===== src/design/bar_pkg.sv =====
// Shared types and constants for the best average run finder.
// Used by best_average_run_finder and its port checker; depends on nothing.
package bar_pkg;

  localparam int MAX_ITEMS_DEF  = 128;
  localparam int SCORE_BITS_DEF = 16;

  localparam int SCORE_W     = 16;
  localparam int MIN_LEN_W   = 8;
  localparam int POS_OUT_W   = 7;
  localparam int AVG_W       = 16;
  localparam int OUT_TDATA_W = 32;
  localparam int OUT_TUSER_W = 2;
  localparam int CFG_IDX_W   = 1;
  localparam int CFG_DATA_W  = 16;

  localparam logic [SCORE_W-1:0]   THRESHOLD_RST = 16'd49152;
  localparam logic [MIN_LEN_W-1:0] MIN_LEN_RST   = 8'd4;

  typedef enum logic [CFG_IDX_W-1:0] {
    REG_THRESHOLD = 1'b0,
    REG_MIN_LEN   = 1'b1
  } cfg_reg_t;

  typedef enum logic [1:0] {
    ST_IDLE,
    ST_DIV,
    ST_CMP,
    ST_FIN
  } state_t;

endpackage


===== src/design/best_average_run_finder.sv =====
// Top level of the best average run finder: run tracking, a bit-serial
// restoring divider for run averages, and the result register.
// Depends on bar_pkg.
//
//  channel | direction | handshake            | payload
//  --------+-----------+----------------------+----------------------------------
//  in_     | slave     | in_tvalid/in_tready  | tdata: score; tlast: last
//  out_    | master    | out_tvalid/out_tready| tdata: start, end, average;
//          |           |                      | tuser: found, overflowed
//  cfg_    | slave     | cfg_valid/cfg_ready  | cfg_index, cfg_data
//
// An item that does not close a qualifying run leaves the block in ST_IDLE; a last
// item with nothing to average goes to ST_FIN. A qualifying run goes to ST_DIV,
// whose divider retires one quotient bit per cycle over TW = min(SCORE_BITS,16) +
// clog2(MAX_ITEMS+1) bits (24 by default), then ST_CMP and, for a last item, ST_FIN.
// Synchronous rst_n clears all sequence state and loads the register defaults.
// A last item waits in ST_FIN while a prior result is held; cfg_ready is always high.
module best_average_run_finder #(
  parameter int MAX_ITEMS  = bar_pkg::MAX_ITEMS_DEF,
  parameter int SCORE_BITS = bar_pkg::SCORE_BITS_DEF
) (
  input  logic                             clk,
  input  logic                             rst_n,
  input  logic                             in_tvalid,
  output logic                             in_tready,
  input  logic [bar_pkg::SCORE_W-1:0]      in_tdata,   // [15:0] score
  input  logic                             in_tlast,   // last
  output logic                             out_tvalid,
  input  logic                             out_tready,
  // [6:0] window_start, [13:7] window_end, [29:14] window_average, [31:30] zero
  output logic [bar_pkg::OUT_TDATA_W-1:0]  out_tdata,
  output logic [bar_pkg::OUT_TUSER_W-1:0]  out_tuser,  // [0] found, [1] overflowed
  input  logic                             cfg_valid,
  output logic                             cfg_ready,
  input  logic [bar_pkg::CFG_IDX_W-1:0]    cfg_index,
  input  logic [bar_pkg::CFG_DATA_W-1:0]   cfg_data
);

  localparam int SW   = (SCORE_BITS < bar_pkg::SCORE_W) ? SCORE_BITS : bar_pkg::SCORE_W;
  localparam int PW   = $clog2(MAX_ITEMS + 1);
  localparam int TW   = SW + PW;
  localparam int CW   = (PW > bar_pkg::MIN_LEN_W) ? PW : bar_pkg::MIN_LEN_W;
  localparam int NW   = $clog2(TW + 1);
  localparam int PXW  = PW + bar_pkg::POS_OUT_W;
  localparam int AXW  = SW + bar_pkg::AVG_W;

  bar_pkg::state_t state_r, state_nxt;

  logic [bar_pkg::SCORE_W-1:0]   thr_r, thr_nxt;
  logic [bar_pkg::MIN_LEN_W-1:0] min_len_r, min_len_nxt;

  logic [PW-1:0] pos_r, pos_nxt;
  logic          in_run_r, in_run_nxt;
  logic [PW-1:0] run_begin_r, run_begin_nxt;
  logic [TW-1:0] run_total_r, run_total_nxt;
  logic [PW-1:0] run_count_r, run_count_nxt;
  logic          best_valid_r, best_valid_nxt;
  logic [PW-1:0] best_begin_r, best_begin_nxt;
  logic [PW-1:0] best_finish_r, best_finish_nxt;
  logic [SW-1:0] best_mean_r, best_mean_nxt;
  logic          ovf_r, ovf_nxt;
  logic          last_pend_r, last_pend_nxt;
  logic [PW-1:0] cand_begin_r, cand_begin_nxt;
  logic [PW-1:0] cand_finish_r, cand_finish_nxt;

  logic [TW-1:0] div_quo_r, div_quo_nxt;
  logic [PW-1:0] div_rem_r, div_rem_nxt;
  logic [PW-1:0] div_den_r, div_den_nxt;
  logic [NW-1:0] div_cnt_r, div_cnt_nxt;

  logic                            out_valid_r, out_valid_nxt;
  logic [bar_pkg::OUT_TDATA_W-1:0] out_data_r, out_data_nxt;
  logic [bar_pkg::OUT_TUSER_W-1:0] out_user_r, out_user_nxt;

  logic          in_fire, out_fire;
  logic [SW-1:0] score_m;
  logic          over, joins, closing, qualify;
  logic          cur_in;
  logic [TW-1:0] cur_total;
  logic [PW-1:0] cur_count, cur_begin;
  logic [PW:0]   div_trial;
  logic          div_ge;
  logic [SW-1:0] mean;
  logic [PXW-1:0] start_x, finish_x;
  logic [AXW-1:0] mean_x;

  assign in_tready  = (state_r == bar_pkg::ST_IDLE);
  assign in_fire    = in_tvalid && in_tready;
  assign out_fire   = out_valid_r && out_tready;
  assign cfg_ready  = 1'b1;
  assign out_tvalid = out_valid_r;
  assign out_tdata  = out_data_r;
  assign out_tuser  = out_user_r;

  // Scores narrower than the port keep only their low SCORE_BITS bits.
  assign score_m = SW'(in_tdata);
  assign over    = (pos_r >= PW'(MAX_ITEMS));
  assign joins   = !over && (bar_pkg::SCORE_W'(score_m) >= thr_r);

  always_comb begin
    if (joins) begin
      cur_in    = 1'b1;
      cur_total = in_run_r ? (run_total_r + TW'(score_m)) : TW'(score_m);
      cur_count = in_run_r ? (run_count_r + PW'(1)) : PW'(1);
      cur_begin = in_run_r ? run_begin_r : pos_r;
    end else begin
      cur_in    = in_run_r;
      cur_total = run_total_r;
      cur_count = run_count_r;
      cur_begin = run_begin_r;
    end
  end

  // A low score ends the run; an item past the limit leaves it open.
  assign closing = in_tlast || (!over && !joins);
  assign qualify = closing && cur_in && (CW'(cur_count) >= CW'(min_len_r));

  assign div_trial = {div_rem_r, div_quo_r[TW-1]};
  assign div_ge    = (div_trial >= {1'b0, div_den_r});
  assign mean      = div_quo_r[SW-1:0];

  assign start_x  = PXW'(best_begin_r);
  assign finish_x = PXW'(best_finish_r);
  assign mean_x   = AXW'(best_mean_r);

  always_comb begin
    state_nxt       = state_r;
    thr_nxt         = thr_r;
    min_len_nxt     = min_len_r;
    pos_nxt         = pos_r;
    in_run_nxt      = in_run_r;
    run_begin_nxt   = run_begin_r;
    run_total_nxt   = run_total_r;
    run_count_nxt   = run_count_r;
    best_valid_nxt  = best_valid_r;
    best_begin_nxt  = best_begin_r;
    best_finish_nxt = best_finish_r;
    best_mean_nxt   = best_mean_r;
    ovf_nxt         = ovf_r;
    last_pend_nxt   = last_pend_r;
    cand_begin_nxt  = cand_begin_r;
    cand_finish_nxt = cand_finish_r;
    div_quo_nxt     = div_quo_r;
    div_rem_nxt     = div_rem_r;
    div_den_nxt     = div_den_r;
    div_cnt_nxt     = div_cnt_r;
    out_valid_nxt   = out_fire ? 1'b0 : out_valid_r;
    out_data_nxt    = out_data_r;
    out_user_nxt    = out_user_r;

    if (cfg_valid && cfg_ready) begin
      unique case (bar_pkg::cfg_reg_t'(cfg_index))
        bar_pkg::REG_THRESHOLD: thr_nxt     = cfg_data;
        bar_pkg::REG_MIN_LEN:   min_len_nxt = cfg_data[bar_pkg::MIN_LEN_W-1:0];
      endcase
    end

    unique case (state_r)
      bar_pkg::ST_IDLE: begin
        if (in_fire) begin
          if (over) begin
            ovf_nxt = 1'b1;
          end else begin
            pos_nxt = pos_r + PW'(1);
          end
          if (closing) begin
            in_run_nxt    = 1'b0;
            run_begin_nxt = '0;
            run_total_nxt = '0;
            run_count_nxt = '0;
          end else begin
            in_run_nxt    = cur_in;
            run_begin_nxt = cur_begin;
            run_total_nxt = cur_total;
            run_count_nxt = cur_count;
          end
          last_pend_nxt = in_tlast;
          if (qualify) begin
            cand_begin_nxt  = cur_begin;
            cand_finish_nxt = cur_begin + cur_count - PW'(1);
            div_quo_nxt     = cur_total;
            div_rem_nxt     = '0;
            div_den_nxt     = cur_count;
            div_cnt_nxt     = NW'(TW);
            state_nxt       = bar_pkg::ST_DIV;
          end else if (in_tlast) begin
            state_nxt = bar_pkg::ST_FIN;
          end
        end
      end
      bar_pkg::ST_DIV: begin
        // One restoring step: the dividend shifts out while quotient bits shift in.
        div_rem_nxt = div_ge ? PW'(div_trial - {1'b0, div_den_r}) : PW'(div_trial);
        div_quo_nxt = {div_quo_r[TW-2:0], div_ge};
        div_cnt_nxt = div_cnt_r - NW'(1);
        if (div_cnt_r == NW'(1)) begin
          state_nxt = bar_pkg::ST_CMP;
        end
      end
      bar_pkg::ST_CMP: begin
        // Strictly greater only, so the earlier run wins a tie.
        if (!best_valid_r || (mean > best_mean_r)) begin
          best_valid_nxt  = 1'b1;
          best_begin_nxt  = cand_begin_r;
          best_finish_nxt = cand_finish_r;
          best_mean_nxt   = mean;
        end
        state_nxt = last_pend_r ? bar_pkg::ST_FIN : bar_pkg::ST_IDLE;
      end
      bar_pkg::ST_FIN: begin
        if (!out_valid_r || out_tready) begin
          out_valid_nxt = 1'b1;
          out_data_nxt  = {2'b00,
                           mean_x[bar_pkg::AVG_W-1:0],
                           finish_x[bar_pkg::POS_OUT_W-1:0],
                           start_x[bar_pkg::POS_OUT_W-1:0]};
          out_user_nxt  = {ovf_r, best_valid_r};
          pos_nxt         = '0;
          in_run_nxt      = 1'b0;
          run_begin_nxt   = '0;
          run_total_nxt   = '0;
          run_count_nxt   = '0;
          best_valid_nxt  = 1'b0;
          best_begin_nxt  = '0;
          best_finish_nxt = '0;
          best_mean_nxt   = '0;
          ovf_nxt         = 1'b0;
          last_pend_nxt   = 1'b0;
          state_nxt       = bar_pkg::ST_IDLE;
        end
      end
    endcase
  end

  always_ff @(posedge clk) begin
    if (!rst_n) begin
      state_r       <= bar_pkg::ST_IDLE;
      thr_r         <= bar_pkg::THRESHOLD_RST;
      min_len_r     <= bar_pkg::MIN_LEN_RST;
      pos_r         <= '0;
      in_run_r      <= 1'b0;
      run_begin_r   <= '0;
      run_total_r   <= '0;
      run_count_r   <= '0;
      best_valid_r  <= 1'b0;
      best_begin_r  <= '0;
      best_finish_r <= '0;
      best_mean_r   <= '0;
      ovf_r         <= 1'b0;
      last_pend_r   <= 1'b0;
      out_valid_r   <= 1'b0;
    end else begin
      state_r       <= state_nxt;
      thr_r         <= thr_nxt;
      min_len_r     <= min_len_nxt;
      pos_r         <= pos_nxt;
      in_run_r      <= in_run_nxt;
      run_begin_r   <= run_begin_nxt;
      run_total_r   <= run_total_nxt;
      run_count_r   <= run_count_nxt;
      best_valid_r  <= best_valid_nxt;
      best_begin_r  <= best_begin_nxt;
      best_finish_r <= best_finish_nxt;
      best_mean_r   <= best_mean_nxt;
      ovf_r         <= ovf_nxt;
      last_pend_r   <= last_pend_nxt;
      out_valid_r   <= out_valid_nxt;
    end
  end

  always_ff @(posedge clk) begin
    cand_begin_r  <= cand_begin_nxt;
    cand_finish_r <= cand_finish_nxt;
    div_quo_r     <= div_quo_nxt;
    div_rem_r     <= div_rem_nxt;
    div_den_r     <= div_den_nxt;
    div_cnt_r     <= div_cnt_nxt;
    out_data_r    <= out_data_nxt;
    out_user_r    <= out_user_nxt;
  end

endmodule


===== config.mk =====
export PLATFORM = sky130hd
export DESIGN_NAME = best_average_run_finder
export DESIGN_NICKNAME = d
export VERILOG_FILES = /design/src/design/bar_pkg.sv /design/src/design/best_average_run_finder.sv
export SDC_FILE = /design/constraint.sdc
export NUM_CORES = 1
export LEC_CHECK = 0
export ABC_AREA = 1
export BUFFER_PORTS_ARGS = -buffer_cell sky130_fd_sc_hd__buf_2
export CAP_MARGIN = 20
export CORE_MARGIN = 3
export CORE_UTILIZATION = 30
export CTS_CLUSTER_SIZE = 10
export DETAILED_ROUTE_END_ITERATION = 12
export GPL_TIMING_DRIVEN = 0
export PLACE_DENSITY = 0.47
export RECOVER_POWER = 25
export SLEW_MARGIN = 20
export SYNTH_ARGS = -nofsm -noshare
export SYNTH_HDL_FRONTEND = slang
export SYNTH_SLANG_ARGS = --single-unit

===== constraint.sdc =====
create_clock -name clk -period 4.01 [get_ports clk]
set_input_delay 0.6015 -clock clk [delete_from_list [all_inputs] [get_ports clk]]
set_output_delay 0.6015 -clock clk [all_outputs]
set_load 0.02 [all_outputs]

==> results_tabular.tex <==
\begin{tabular}{lr}
\hline
Metric & Value \\
\hline
\multicolumn{2}{l}{\textbf{Route}} \\
Routed vias/inst & 4.65 \\
DRC violation total after the first TritonRoute iteration & 538 \\
Average wire length per cell after detail routing & 15.6 um \\
Number of routed nets with antenna violations & 0 \\
Final routed wirelength across all metal layers & about 32,000 um \\
DR vias & 9,427 \\
Number of design rule violations left after detail routing & 0 \\
Length of the first detailed-routing pass in iterations & 5 \\
\multicolumn{2}{l}{\textbf{Setup path}} \\
CP max-delay cell & sky130\_fd\_sc\_hd\_\_ha\_1 \\
Worst reg2reg endpoint & div\_quo\_r[12] \\
Peak per-stage delay on the critical path & 320 ps \\
Crit start category & flip-flop \\
Maximum fanout along the worst path & 16 \\
Slack of the worst reg-to-reg path & 310 ps \\
Top delay family on crit path & simple AND/OR/NAND/NOR gates \\
Worst Setup EP & div\_quo\_r[12] \\
Launch instance of the worst register-to-register path & thr\_r[15] \\
Data required time at the worst endpoint & $\sim$4200 ps \\
Arrival time worst endpoint & 3870 ps \\
Nature of the critical path endpoint & flip-flop \\
Launch point of the worst path & thr\_r[15] \\
Number of cells on the critical path & 22 \\
R2R cell count & 22 \\
Total buffers and inverters traversed by the critical path & 6 \\
CP cell instances & inv\_1, ha\_1, nand4\_1, a21oi\_2, nor2\_2, buf\_4, nand2\_2, nand2\_4, inv\_4, buf\_6, o21ai\_1, o21ai\_1, inv\_2, ha\_1, nand2\_1, nor2\_1, nand4\_1, o2111ai\_1, nand3\_2, nand2\_2, and3\_4, buf\_12 \\
Type of the setup path with the least slack & reg2reg \\
\multicolumn{2}{l}{\textbf{Floorplanning}} \\
Chip height & 199 um \\
Total I/O pin count & 76 \\
Horizontal extent of the die & 199 um \\
Area of the die & 0.0396 mm2 \\
Effective utilization at floorplan & between 30\% and 40\% \\
Core area & 0.0367 mm2 \\
Site row count & 70 \\
\multicolumn{2}{l}{\textbf{Final layout}} \\
Diode count & 0 \\
Total non-filler cell area in the finished layout & around 0.013 mm2 \\
Final net count & roughly 1,700 \\
Share of post-route cells with drive strength above 1 & between 10\% and 20\% \\
Final core utilization & 35.2\% \\
Area grow syn2layout & 15.6\% \\
\multicolumn{2}{l}{\textbf{STA}} \\
Final worst clock skew & approximately 13 ps \\
F\_max & 270 MHz \\
Time the final worst path needs with I/O delays and setup & 3700 ps \\
Final Hold Vio Count & 0 \\
Slew Limit Headroom & 5.78\% \\
Fin Hold WS & between 300 and 400 ps \\
Post-route fraction of the period consumed by the critical path & 92.2\% \\
Number of setup violations in the final report & 0 \\
Final count of pins violating max slew & 0 \\
Measured slew at the worst slew-check pin & around 1400 ps \\
Sum of negative setup slack & 0 ps \\
\multicolumn{2}{l}{\textbf{GRT}} \\
Number of global-route vias before repair & 8,947 \\
Antenna violations before repair & 0 \\
Global route total overflow & 0 \\
Wire length of the first global-routing pass & 49,700 um \\
Maximum number of pins on one net before global-route repair & 23 \\
Total global-route track usage & 16.3\% \\
\multicolumn{2}{l}{\textbf{Power}} \\
Standby leakage power & 0.00560 uW \\
Worst supply voltage drop on vdd & between 0.0003 and 0.0004 V \\
Total power per unit cell area & 536 mW/mm2 \\
\multicolumn{2}{l}{\textbf{Clock network}} \\
\# hold bufs at CTS & 0 \\
Clock slew at the register clock pins of the worst setup and hold paths & 80 ps \\
Longest Clk Path Bufs & 2 \\
CTS tree & built \\
Master cell of the clock root buffer & sky130\_fd\_sc\_hd\_\_clkbuf\_16 \\
Clock latency of the later-clocked register in the worst-skew pair & 460 ps \\
Total clock buffers created by CTS & 17 \\
Total clock sinks & between 150 and 200 \\
H-tree depth & 4 \\
\multicolumn{2}{l}{\textbf{Placement}} \\
Routability congestion estimate & between 0.9 and 1 \\
HPWL Detailed & 24,700 um \\
Total cell area at the placement stage & 0.0122 mm2 \\
Input/output buffers & 72 \\
\multicolumn{2}{l}{\textbf{Synthesis}} \\
Proportion of register bits with asynchronous set or reset after synthesis & 0\% \\
Commonest cells post-synth & 349 x sky130\_fd\_sc\_hd\_\_nand2\_1, 216 x sky130\_fd\_sc\_hd\_\_inv\_1, 108 x sky130\_fd\_sc\_hd\_\_dfxtp\_1, 107 x sky130\_fd\_sc\_hd\_\_a21oi\_1, 102 x sky130\_fd\_sc\_hd\_\_nand3\_1 \\
Syn Std Cell Area & 0.0112 mm2 \\
Most repeated cell in the gate-level netlist after synthesis & sky130\_fd\_sc\_hd\_\_nand2\_1 \\
Number of warnings printed during yosys synthesis & 0 \\
Synth cell types & 48 \\
Cell count after synthesis & roughly 1,400 \\
Area share of the largest cell type after synthesis & 24.4\% \\
Post-Syn Area per Cell & 7.78 um2 \\
Sequential element share of the synthesized area & a little over two fifths \\
Most area-hungry cell type in the Yosys netlist & sky130\_fd\_sc\_hd\_\_edfxtp\_1 \\
Top area cells in the synthesized netlist & sky130\_fd\_sc\_hd\_\_edfxtp\_1 24\%, sky130\_fd\_sc\_hd\_\_dfxtp\_1 19\%, sky130\_fd\_sc\_hd\_\_nand2\_1 12\% \\
Flip-flop cell with the highest count after synthesis & sky130\_fd\_sc\_hd\_\_dfxtp\_1 \\
\#FFs+latches synth & approximately 200 \\
Count of flip-flops with a built-in enable after synthesis & 91 \\
\multicolumn{2}{l}{\textbf{Run}} \\
Reported max-cap violation count & 0 \\
\multicolumn{2}{l}{\textbf{Hold path}} \\
Cell count of the worst hold path & 3 \\
Path type of the worst min-delay path & in2reg \\
\multicolumn{2}{l}{\textbf{Status}} \\
Result of the run & completed \\
\hline
\end{tabular}
[sequential cells by signal (all words and copies together), names as in the netlist, 7 cells and up]
name / count
div_quo_r: 24
run_total_r: 24
best_finish_r: 7
best_begin_r: 7
min_len_r: 8
out_tdata: 30
div_den_r: 8
cand_begin_r: 7
thr_r: 16
best_mean_r: 16
run_count_r: 8
cand_finish_r: 7
run_begin_r: 7
div_rem_r: 8
pos_r: 8
[layer usage]
layer  GRT usage, %  routed length (um)
met5              0                   0
met4           4.74                 639
met3           2.92                1170
met2           25.3               13800
met1           23.3               16000
[cell families after synthesis]
logic type	count (synthesis)	share of synthesized area (%)
buffers and inverters	279	10.1
other	2	0.0672
AND/OR/NAND/NOR	603	22.8
AO/OA/AOI/OAI	256	12.5
flip-flops	199	43.8
XOR/XNOR	14	1.10
multiplexers	1	0.0895
adder cells (fa/ha/maj)	83	9.49
[what timing repair did]
action | 4_1_cts | 5_1_grt
setup endpoints to repair | 52 | 52
buffers inserted | 5 | 10
endpoints found under the hold margin | 0 | 0
cloned | 1 | 0
resized for setup | 4 | 8
pin swaps | 0 | 3
[worst min path at each step]
stage,start,endpoint,slack [ps]
global placement,best_finish_r[0],out_tdata[7],410
global route,cfg_data[14],thr_r[14],390
detailed placement,best_begin_r[3],out_tdata[3],420
CTS,cfg_data[15],thr_r[15],370
floorplan,ovf_r,out_tuser[1],410
finish,cfg_data[14],thr_r[14],390
[cell type report]
type                    count  area [um2]
clock buffers              17         425
plain buffers              49         268
inverters                 230         866
flip-flops and latches    199        4890
repair buffers             89         509
fillers                  3877       23800
well taps                 468         586
multi-input cells         961        5200
clock inverters            15         170
[layout by cell type (no fill, tap or decap), types with 22 or more instances in the layout]
cell type and instances:
sky130_fd_sc_hd__buf_2 57, sky130_fd_sc_hd__nand2_1 346, sky130_fd_sc_hd__nand3_1 101, sky130_fd_sc_hd__o21ai_0 97, sky130_fd_sc_hd__nand4_1 22, sky130_fd_sc_hd__nor2_1 93
sky130_fd_sc_hd__dfxtp_1 108, sky130_fd_sc_hd__edfxtp_1 91, sky130_fd_sc_hd__inv_1 217, sky130_fd_sc_hd__ha_1 80, sky130_fd_sc_hd__clkbuf_1 50, sky130_fd_sc_hd__a21oi_1 105
[where the power goes]
part / switching (uW) / internal (uW) / total (uW)
sequential: 191 / 2630 / 2820
combinational: 1550 / 804 / 2350
clock: 915 / 847 / 1760
[tightest hold or removal path, stage by stage]
cell,delay (ps)
sky130_fd_sc_hd__buf_2,80
sky130_fd_sc_hd__nand2_1,60
sky130_fd_sc_hd__o211ai_1,70
[stage by stage]
stage | instances | total power [uW] | setup WS (ps)
after floorplan | 1438 | 4360 | 26.9
after global placement | 1978 | 5060 | -1350
after detailed placement | 1980 | 5110 | -811
after CTS | 2018 | 7010 | 41.3
after global routing | 2028 | 7460 | -1.92
final | 2028 | 6930 | 311
(Power assumes the default switching activity.)
